===== src/design/binomial_term_generator_defines.svh =====
// Assertion macros used by the binomial term generator controller.
`ifndef BINOMIAL_TERM_GENERATOR_DEFINES_SVH
`define BINOMIAL_TERM_GENERATOR_DEFINES_SVH

// Checks that the consequent holds in the same cycle as the antecedent.
`define BTG_ASSERT_SAME(lbl, clk_s, rst_s, ante, cons) \
  lbl: assert property (@(posedge clk_s) disable iff (rst_s) (ante) |-> (cons)) \
    else $error("assertion failed: %m");

// Checks that the consequent holds in the cycle after the antecedent.
`define BTG_ASSERT_NEXT(lbl, clk_s, rst_s, ante, cons) \
  lbl: assert property (@(posedge clk_s) disable iff (rst_s) (ante) |=> (cons)) \
    else $error("assertion failed: %m");

`endif


===== src/design/btg_pkg.sv =====
// Shared constants, state type and command struct of the binomial term generator.
package btg_pkg;

  localparam int MAX_POWER = 31;
  localparam int N_W       = 5;
  localparam int COEF_W    = 16;
  localparam int VAL_W     = 64;
  localparam int PROD_W    = VAL_W + COEF_W;
  localparam int ROW_N     = MAX_POWER + 1;
  // C(n,k) stays below 2^n, so MAX_POWER bits hold every row entry.
  localparam int BINOM_W   = MAX_POWER;

  localparam logic [VAL_W-1:0] POS_LIMIT = {1'b0, {(VAL_W-1){1'b1}}};
  localparam logic [VAL_W-1:0] NEG_LIMIT = {1'b1, {(VAL_W-1){1'b0}}};

  typedef enum logic [2:0] {
    ST_IDLE,
    ST_BUILD,
    ST_TERM,
    ST_MUL_A,
    ST_MUL_B,
    ST_EMIT
  } state_t;

  typedef struct packed {
    logic           load;
    logic           build;
    logic           term_init;
    logic           mul_a;
    logic           mul_b;
    logic           emit;
    logic [N_W-1:0] k;
    logic [N_W-1:0] n;
  } cmd_t;

endpackage


===== src/design/btg_ctrl.sv =====
// Controller state machine that sequences row build, multiplies and term output.
`include "binomial_term_generator_defines.svh"

module btg_ctrl (
  input  logic                    clk,
  input  logic                    rst,
  input  logic                    start,
  input  logic [btg_pkg::N_W-1:0] power_n,
  output logic                    busy,
  output btg_pkg::cmd_t           cmd
);
  import btg_pkg::*;

  state_t         state;
  state_t         state_next;
  logic [N_W-1:0] n;
  logic [N_W-1:0] n_next;
  logic [N_W-1:0] k;
  logic [N_W-1:0] k_next;
  logic [N_W-1:0] cnt;
  logic [N_W-1:0] cnt_next;
  logic [N_W-1:0] n_clamp;
  logic [N_W-1:0] ea;

  assign n_clamp = (int'(power_n) > MAX_POWER) ? N_W'(MAX_POWER) : power_n;
  assign ea      = n - k;
  assign busy    = (state != ST_IDLE);

  always_ff @(posedge clk) begin
    if (rst) begin
      state <= ST_IDLE;
      n     <= '0;
      k     <= '0;
      cnt   <= '0;
    end else begin
      state <= state_next;
      n     <= n_next;
      k     <= k_next;
      cnt   <= cnt_next;
    end
  end

  always_comb begin
    state_next = state;
    n_next     = n;
    k_next     = k;
    cnt_next   = cnt;
    cmd        = '0;
    cmd.k      = k;
    cmd.n      = n;
    case (state)
      ST_IDLE: begin
        if (start) begin
          cmd.load   = 1'b1;
          n_next     = n_clamp;
          k_next     = '0;
          cnt_next   = n_clamp;
          state_next = (n_clamp == '0) ? ST_TERM : ST_BUILD;
        end
      end
      ST_BUILD: begin
        cmd.build = 1'b1;
        cnt_next  = cnt - N_W'(1);
        if (cnt == N_W'(1)) begin
          state_next = ST_TERM;
        end
      end
      ST_TERM: begin
        cmd.term_init = 1'b1;
        if (ea != '0) begin
          cnt_next   = ea;
          state_next = ST_MUL_A;
        end else if (k != '0) begin
          cnt_next   = k;
          state_next = ST_MUL_B;
        end else begin
          state_next = ST_EMIT;
        end
      end
      ST_MUL_A: begin
        cmd.mul_a = 1'b1;
        cnt_next  = cnt - N_W'(1);
        if (cnt == N_W'(1)) begin
          if (k != '0) begin
            cnt_next   = k;
            state_next = ST_MUL_B;
          end else begin
            state_next = ST_EMIT;
          end
        end
      end
      ST_MUL_B: begin
        cmd.mul_b = 1'b1;
        cnt_next  = cnt - N_W'(1);
        if (cnt == N_W'(1)) begin
          state_next = ST_EMIT;
        end
      end
      ST_EMIT: begin
        cmd.emit = 1'b1;
        if (k == n) begin
          state_next = ST_IDLE;
        end else begin
          k_next     = k + N_W'(1);
          state_next = ST_TERM;
        end
      end
      default: begin
        state_next = ST_IDLE;
      end
    endcase
  end

  `BTG_ASSERT_NEXT(a_last_emit_idles, clk, rst, (state == ST_EMIT) && (k == n), state == ST_IDLE)
  `BTG_ASSERT_SAME(a_index_in_range, clk, rst, state != ST_IDLE, k <= n)
  `BTG_ASSERT_NEXT(a_accept_goes_busy, clk, rst, start && !busy, busy)
  `BTG_ASSERT_SAME(a_mul_count_live, clk, rst, (state == ST_MUL_A) || (state == ST_MUL_B),
                   cnt != '0)

endmodule


===== config.mk =====
export PLATFORM = sky130hd
export DESIGN_NAME = btg_ctrl
export DESIGN_NICKNAME = d
export VERILOG_FILES = /design/src/design/btg_pkg.sv /design/src/design/btg_ctrl.sv
export VERILOG_INCLUDE_DIRS = /design/src /design/src/design
export SDC_FILE = /design/constraint.sdc
export NUM_CORES = 1
export LEC_CHECK = 0
export ABC_AREA = 1
export BUFFER_PORTS_ARGS = -buffer_cell sky130_fd_sc_hd__buf_2
export CORE_MARGIN = 10
export CORE_UTILIZATION = 44
export CTS_CLUSTER_SIZE = 10
export DETAILED_ROUTE_END_ITERATION = 10
export GPL_TIMING_DRIVEN = 0
export PLACE_DENSITY = 0.74
export SYNTH_ARGS = -nofsm -noshare
export SYNTH_HDL_FRONTEND = slang
export SYNTH_SLANG_ARGS = --single-unit

===== constraint.sdc =====
create_clock -name clk -period 1.97 [get_ports clk]
set_input_delay 0.2955 -clock clk [delete_from_list [all_inputs] [get_ports clk]]
set_output_delay 0.2955 -clock clk [all_outputs]
set_load 0.01 [all_outputs]

# ---- Word-level counts from Yosys, hierarchy flattened
# Cells that the tools add are included.
dict set report totals {
  register_bits 18
  in_bits 8
  output_inout_bits 17
  elab_cells 57
}
dict set report classes {
  n_addsub 3
  eq_ne 13
  muxes 25
  reduce_logical 12
}
# op n
set op_table {}
lappend op_table {{two-way mux 5 bit} 7}
lappend op_table {{case mux 5 bit (4 select lines)} 1}
lappend op_table {{case mux 3 bit (6 select lines)} 1}
lappend op_table {{two-way mux 3 bit} 5}
lappend op_table {{!= test 2 bit, second input constant} 5}
lappend op_table {{case mux 5 bit (2 select lines)} 1}
lappend op_table {{nonzero test 5 bit} 2}
lappend op_table {{two-way mux 1 bit} 8}
lappend op_table {{equality test 3 x 2 -> 1 bit, second input constant} 2}
lappend op_table {{equality test 3 bit, second input constant} 2}
lappend op_table {{AND reduction 3 bit} 2}
lappend op_table {{adder 5 x 1 -> 5 bit, second input constant} 1}
lappend op_table {{equality test 5 x 1 -> 1 bit, second input constant} 1}
lappend op_table {{equality test 5 bit} 1}
lappend op_table {{zero test 5 bit} 1}
lappend op_table {{subtractor 5 x 1 -> 5 bit, second input constant} 1}
lappend op_table {{subtractor 5 bit} 1}
lappend op_table {{two-way mux 2 bit} 2}
lappend op_table {{AND reduction 4 bit} 1}
lappend op_table {{nonzero test 4 bit} 1}
lappend op_table {{equality test 3 x 1 -> 1 bit, second input constant} 1}
lappend op_table {{zero test 3 bit} 1}
lappend op_table {{!= test 3 bit, second input constant} 1}
lappend op_table {{nonzero test 3 bit} 1}
lappend op_table {{3 further kinds} 3}

# ---- Depth between registers and ports, before layout
# Gate-level depths: netlist of run 1.
dict set report depth {
  ltp_word 4
  ltp_mapped 15
  ltp_nobuf 15
}

# ---- Least setup slack after synthesis of run 1
# No wires, ideal clock.
dict set report synth_timing {
  path_kind {reg-to-reg}
  start {reg n[0]}
  end {reg cnt[3]}
  setup_time_ps 132
  arrival_ps 1968
  required_time_ps 1838
  slack_ps -130
  stages_incl_launch_ff 15
  path_buffers 0
  synth_period_minus_slack_ps 2100
  path_cell_list {dfxtp_1 > inv_1 > ha_1 > inv_1 > fa_1 > inv_1 > nand2_1 > a21oi_1 > inv_1 > nor2_1 > nand4_1 > nand2_2 > inv_1 > nand2_1 > a21oi_1}
}
dict set report synth_via {
  elab_chain_cells 4
  elab_cells_between_ends 6
  classes_between {add/sub (1); eq/ne (1); mux (2); reduce/logical (2)}
}
# element line_no
set synth_rtl {}
lappend synth_rtl {{start: declaration} btg_ctrl.sv:16} ;# logic [N_W-1:0] n;
lappend synth_rtl {{start signal: assignment} btg_ctrl.sv:37} ;# n <= n_next;
lappend synth_rtl {{subtractor 5 bit *} btg_ctrl.sv:26} ;# assign ea = n - k;
lappend synth_rtl {{nonzero test 5 bit} btg_ctrl.sv:70} ;# if (ea != '0) begin
lappend synth_rtl {{two-way mux 5 bit or != test 3 bit (tied branches)} --}
lappend synth_rtl {{case mux 5 bit (4 select lines) or AND reduction 3 bit (tied branches)} --}
lappend synth_rtl {{end signal: assignment} btg_ctrl.sv:39} ;# cnt <= cnt_next;
lappend synth_rtl {{end: declaration} btg_ctrl.sv:20} ;# logic [N_W-1:0] cnt;
# Mark *: on every way between the ends. The rest lies on a longest branch, timed or not.
# A chain may end at the register's enable or synchronous reset.

# ---- Final worst setup path of run 1
dict set report layout_timing {
  start {reg n[0]}
  end {reg cnt[1]}
}
# Same word-level chain as after synthesis.

==> metrics, run 1 <==
outcome finished, violations left; violated checks negative setup slack; first-pass GRT wire length 6880 um; clk_skew 0.00660 ns; R2R cell count 14; Static Leak 0.000881 uW; Seq/Total Area, Yosys 24.8%; DRC Markers 0; Achievable Freq 0.482 GHz; Yosys cell types 25; CTS max path bufs 2; clock sinks 18; Finished Core Util 56.3%; Relative slew margins 67.2%; CTS tree done; worst-path maximum fanout 10; minimum clock period 2.08 ns; Least-Margin Pin Slew 0.492 ns; Rows 20; initial antenna violation count 0; Storage cell area 372 um^2; HP Class primary input to register; max-cap violations 0; crit path launch n[0]$_SDFFE_PP0P_; Total Nets Final 289; maximum vdd drop 0.592 mV; non-filler cells, final 314; GRT Total Usage 13.5%; reg2reg setup slack -0.11 ns; Fillers 332; Slew Viols, Final 0; H-Tree Depth 1; Layout area overhead 20.3%; initial DRC count 138; main combinational cell family by area after synthesis simple AND/OR/NAND/NOR gates; Inserted Clock Buffers 3; end of the worst register-to-register path cnt[1]$_SDFFE_PP0P_; Antenna Nets Post-Route 0; Post-Synth Simple-Gate Area 42.4%; number of global-route vias before repair 1,501; hold-fix buffer count after cts 0; Synth Register Bits 18; I/O pins 25; final hold vios 0; most common cell after layout, fill and taps aside nand2_1; vias per cell 5.07; Die Area 0.00600 mm^2; IO buf count 23; syn avg cell area 6.07 um^2; most frequent cells in the layout nand2_1 (62), inv_1 (28), nor2_1 (24), buf_2 (23), nand3_1 (22); DR vias 1,591; WP data arrival 2.25 ns; worst setup path class register to register; Synth Area in Compound Gates 12.4%; Core Box Area 0.00310 mm^2; Initial Utilization 46.8%; placed cell count 306; Worst-Skew Late Latency 0.30 ns; Post-Synthesis Cells 239; Layout Cell Area excl Fill 0.00175 mm^2; post-DP HPWL 3220 um; final setup vio count 6; RSZ-0062 raised after global routing yes; CP required 2.14 ns; WL per Instance 13.0 um; Synth Area in Adders 8.28%; DP Area 0.00164 mm^2; layout cells sized above 1 25.2%; Net Count, Synth 256; TritonRoute pass-1 iters 4; Multi-input gate area 993 um^2; xor/xnor share of the synthesized area 1.81%; diode count 0; largest net degree at the start of global routing 11; multiplexer area fraction after synthesis 0%; CP endpoint kind register; clock-pin slew on the worst setup and hold paths 0.11 ns; GR Overflow Total 0; CTS root buf clkbuf_4; worst flop-to-flop path startpoint n[0]$_SDFFE_PP0P_; Ys Warns 0; DRT Wirelength 4080 um; pwr dens 1400 mW/mm^2; startpoint types register; routability congestion estimate 0.903; Die Span Y 77.4 um; fin crit share 105%; Die Wd 77.4 um; synthesized cell area 0.00145 mm^2; Setup crit end cnt[1]$_SDFFE_PP0P_; post-route worst setup slack -0.106 ns; final hold slack 0.272 ns
## per-layer routing
layer / up-vias / global-route usage, % / share of wire, %
li1: 830 / - / -
met1: 703 / 17.7 / 47
met2: 54 / 21.0 / 44
met3: 4 / 3.80 / 7.7
met4: 0 / 3.83 / 0.86
met5: - / 0 / 0
## logic make-up (layout without fill, tap and decap cells)
family,Yosys count,count (layout)
buf+inv,39,70
simple gates,135,135
xor+xnor,3,3
fa+ha+maj,9,9
flops,18,18
compound gates,35,35
## worst min path at each step
stage | start | to | slack, ns | cells after the start
6_report | power_n[2] | n[2]$_SDFFE_PP0P_ | 0.27 | 3
5_1_grt | power_n[2] | n[2]$_SDFFE_PP0P_ | 0.28 | 3
4_1_cts | power_n[1] | n[1]$_SDFFE_PP0P_ | 0.28 | 3
3_5_place_dp | cnt[4]$_SDFFE_PP0P_ | cnt[4]$_SDFFE_PP0P_ | 0.46 | 2
3_3_place_gp | cnt[4]$_SDFFE_PP0P_ | cnt[4]$_SDFFE_PP0P_ | 0.46 | 2
2_1_floorplan | power_n[1] | n[1]$_SDFFE_PP0P_ | 0.43 | 2
## worst max-delay path, cell delays in order, from the launching register on
cell and delay, ns:
dfxtp_2 0.35, inv_2 0.05, ha_4 0.16, inv_4 0.05, fa_2 0.44, inv_2 0.06, nand2_2 0.04, a21oi_2 0.12
inv_1 0.06, nor2_2 0.12, nand4_1 0.15, nand2_4 0.15, nor2_1 0.06, nand2_1 0.07, a21oi_1 0.06
## stage by stage
| stage | setup TNS [ns] | setup slack [ns] | total power [uW] |
|---|---|---|---|
| detailed placement | -0.928 | -0.169 | 2120 |
| global placement | -0.826 | -0.162 | 2080 |
| finish | -0.507 | -0.106 | 2450 |
| global route | -1.44 | -0.243 | 2720 |
| floorplan | 0 | 0.00685 | 1750 |
| CTS | -0.430 | -0.0926 | 2390 |
## final cells by class
class,count,area share (%)
plain buffers,1,0.215
clock buffers,3,1.29
inverters,38,8.45
multi-input cells,182,56.9
flip-flops and latches,18,21.3
well taps,44,3.15
repair buffers,28,8.74
## report_power, final
part	internal, uW	switching, uW
logic	625	1040
registers	476	117
clock network	71.2	123
## timing repair
item                                    4_1_cts  5_1_grt
endpoints found under the hold margin         0        0
gates resized for setup                       5       12
pin swaps                                     3        2
endpoints found under the setup margin        7       13
buffers inserted                              4        1
## flip-flops by register name, summed over array words and instances, names as in the netlist
name and count:
n 5, k 5, cnt 5, state 3
## Yosys cell counts
| library cell | number | area share, % |
|---|---|---|
| nand2_1 | 65 | 17 |
| inv_1 | 33 | 8.5 |
| nor2_1 | 25 | 6.5 |
| nand3_1 | 23 | 7.9 |
| a21oi_1 | 19 | 6.6 |
| dfxtp_1 | 18 | 25 |
| o21ai_0 | 14 | 4.8 |
| ha_1 | 8 | 6.9 |
| nor3_1 | 5 | 1.7 |
| inv_2 | 4 | 1.0 |
| nand2_2 | 4 | 1.7 |
| nand4_1 | 4 | 1.7 |
| nor2_2 | 3 | 1.3 |
| xor2_1 | 3 | 1.8 |
| a211oi_1 | 1 | 0.52 |
| buf_1 | 1 | 0.26 |
| fa_1 | 1 | 1.4 |
| inv_4 | 1 | 0.43 |
| nand2_4 | 1 | 0.78 |
| nand3_2 | 1 | 0.69 |
| nor2_4 | 1 | 0.78 |
| nor2_8 | 1 | 1.4 |
| nor3_2 | 1 | 0.69 |
| o211ai_1 | 1 | 0.52 |
| or2_2 | 1 | 0.43 |
(Power assumes the default switching activity.)
==> inputs of run 2 (changes only) <==
--- a/config.mk
+++ b/config.mk
@@ -6,7 +6,6 @@
 export SDC_FILE = /design/constraint.sdc
 export NUM_CORES = 1
 export LEC_CHECK = 0
-export ABC_AREA = 1
 export BUFFER_PORTS_ARGS = -buffer_cell sky130_fd_sc_hd__buf_2
 export CORE_MARGIN = 10
 export CORE_UTILIZATION = 44
==> run 2 against run 1 <==
  * The run still ends with negative setup slack left
  * Sequential power decreased by 2%
  * Area after synthesis decreased by 0.69%
  * Clock skew about the same
  * First-iteration DRC count increased by 82%
  * Design area increased by 17%
  * Clock-buffer cell count increased by 1
  * Fmax decreased by 2.5%
  * Register-to-register slack got worse by 0.05 ns
  * Combinational power about the same
  * Critical endpoint is now cnt[4]$_SDFFE_PP0P_
==> metrics, run 2 <==
Die Wd 77.2 um; post-DP HPWL 3210 um; Rows 20; largest net degree at the start of global routing 11; Int Pwr 1320 uW; routability congestion estimate 0.877; synthesized cell area 0.00144 mm^2; Synth top area share 25.0%; fin crit share 108%; DRC Markers 0; Post-synth ARST share 0%; Clk pwr share 9.6%; H-Tree Depth 1; Worst-Skew Late Latency 0.30 ns; hold-fix buffer count after cts 0; Inserted Clock Buffers 3; Storage cell area 379 um^2; Post-Synthesis Cells 191; portion of total power attributed to sequential cells 23.8%; Comb power frac 66.5%; Achievable Freq 0.470 GHz; initial antenna violation count 0; syn avg cell area 7.55 um^2; max-cap violations 0; final hold vios 0; Synth area leader dfxtp_1; Initial Utilization 46.5%; initial DRC count 251; clk_skew 0.00657 ns; clock sinks 18; minimum clock period 2.13 ns; worst setup path class register to register; IO buf count 24; Core Box Area 0.00310 mm^2; I/O pins 25; Total Nets Final 253; clock-pin slew on the worst setup and hold paths 0.11 ns; WP data arrival 2.33 ns; Multi-input gate area 0.00120 mm^2; most common cell after layout, fill and taps aside buf_2; Least-Margin Pin Slew 0.506 ns; CP endpoint kind register; GRT Total Usage 14.1%; outcome finished, violations left; CTS tree done; Setup WS pre-CTS -0.227 ns; diode count 0; number of global-route vias before repair 1,514; Antenna Nets Post-Route 0; Fillers 294; Yosys cell types 46; Ys Warns 0; Die Area 0.00597 mm^2; GR Overflow Total 0; final hold slack 0.251 ns; HP Class primary input to register; Die Span Y 77.2 um; vias per cell 5.82; Layout area overhead 41.2%; RSZ-0062 raised after global routing yes; top cells by area, synth dfxtp_1 (25%), a21oi_1 (8.7%), ha_1 (6.9%); CTS root buf clkbuf_4; Net Switching 1130 uW; number of flops mapped to enable cells by yosys 0; Relative slew margins 66.3%; worst-path maximum fanout 3; Post-synth top flop dfxtp_1; WL per Instance 16.9 um; pwr dens 1200 mW/mm^2; Top Registers cnt: 5 flops, k: 5 flops, n: 5 flops; post-route worst setup slack -0.160 ns; layout cells sized above 1 45.5%; startpoint types register; DR vias 1,625; violated checks negative setup slack; Static Leak 0.000883 uW; final setup vio count 7; most frequent cells in the layout buf_2 (25), nand2_1 (22), a21oi_1 (19), buf_4 (16), dfxtp_1 (11); Post-synth top cells a21oi_1 (25), nand2_1 (23), dfxtp_1 (18), inv_1 (14), o21ai_0 (12); Synth Register Bits 18; first-pass GRT wire length 7190 um; maximum vdd drop 0.581 mV; DRT Wirelength 4710 um; count leader, synth a21oi_1; Net Count, Synth 208; CP required 2.17 ns; CTS max path bufs 2; TritonRoute pass-1 iters 4; Seq/Total Area, Yosys 25.0%; Slew Viols, Final 0; sw frac 46.1%
==> run 2: changes by cell type in the layout (fill, tap and decap cells not counted), moves of 5 or more <==
cell	change
nand2_1	-40
buf_4	+11
o21ai_0	-7
o2bb2ai_1	+5
nand3_1	-19
inv_1	-20
nand2_2	-5
a21oi_2	+5
nor2_1	-14
==> run 2: critical path, stage by stage, from the launching register on <==
cell     delay [ns]
dfxtp_2        0.34
inv_2          0.06
ha_4           0.12
inv_2          0.03
fa_2           0.37
nand3_2        0.11
nand2_1        0.10
xnor2_2        0.18
nand3_1        0.13
or3_4          0.36
a32o_1         0.25
==> run 2: final timing paths <==
check	from	end	slack, ns	cells after the start
worst max-delay path	n[0]$_SDFFE_PP0P_	cnt[4]$_SDFFE_PP0P_	-0.16	10
worst min-delay path	rst	k[2]$_SDFFE_PP0P_	0.25	2
worst max register to register	n[0]$_SDFFE_PP0P_	cnt[4]$_SDFFE_PP0P_	-0.16	10
worst min register to register	cnt[1]$_SDFFE_PP0P_	cnt[1]$_SDFFE_PP0P_	0.49	1
==> run 2: timing repair <==
action,4_1_cts,5_1_grt
resized for setup,20,41
buffers inserted,7,11
endpoints found under the setup margin,11,12
endpoints found under the hold margin,0,0
pin swaps,12,16
==> run 2: through the flow <==
step                cell area [um^2]  setup TNS, ns  util (%)  std cells  total power [uW]
global placement                1670          -1.16      54.0        259              1770
CTS                             1820         -0.546      58.5        269              2120
finish                          2040         -0.567      65.6        279              2450
global route                    2040          -1.36      65.6        279              2610
floorplan                       1500        -0.0387         -        191              1480
detailed placement              1670          -1.33      54.0        259              1780
==> run 2: cell type report <==
class,instances,area share [%]
plain buffers,7,2.03
clock buffers,4,1.78
inverters,14,2.83
multi-input cells,150,59.1
flip-flops and latches,18,18.6
well taps,44,2.70
repair buffers,42,12.9
==> run 2: power groups by stage <==
stage / Sequential [uW] / Clock, uW / Combinational, uW
floorplan: 558 / 0 / 925
global placement: 574 / 0 / 1200
detailed placement: 575 / 0 / 1210
CTS: 563 / 235 / 1320
global route: 599 / 256 / 1760
finish: 584 / 236 / 1630
==> run 2: cell families (layout without fill, tap and decap cells) <==
logic type | after synthesis | in the layout | synth area share [%]
compound gates | 61 | 61 | 27.2
xor+xnor | 9 | 9 | 5.47
fa+ha+maj | 9 | 9 | 8.33
buf+inv | 23 | 67 | 6.77
flops | 18 | 18 | 25.0
simple gates | 71 | 71 | 27.3
==> run 2: routing by layer <==
metal  track usage [%]  up-vias  wire (um)
met3              3.85        4        367
met5                 0        -          0
li1                  -      779          -
met2              21.1       75       2210
met4              5.66        0         46
met1              18.4      767       2080
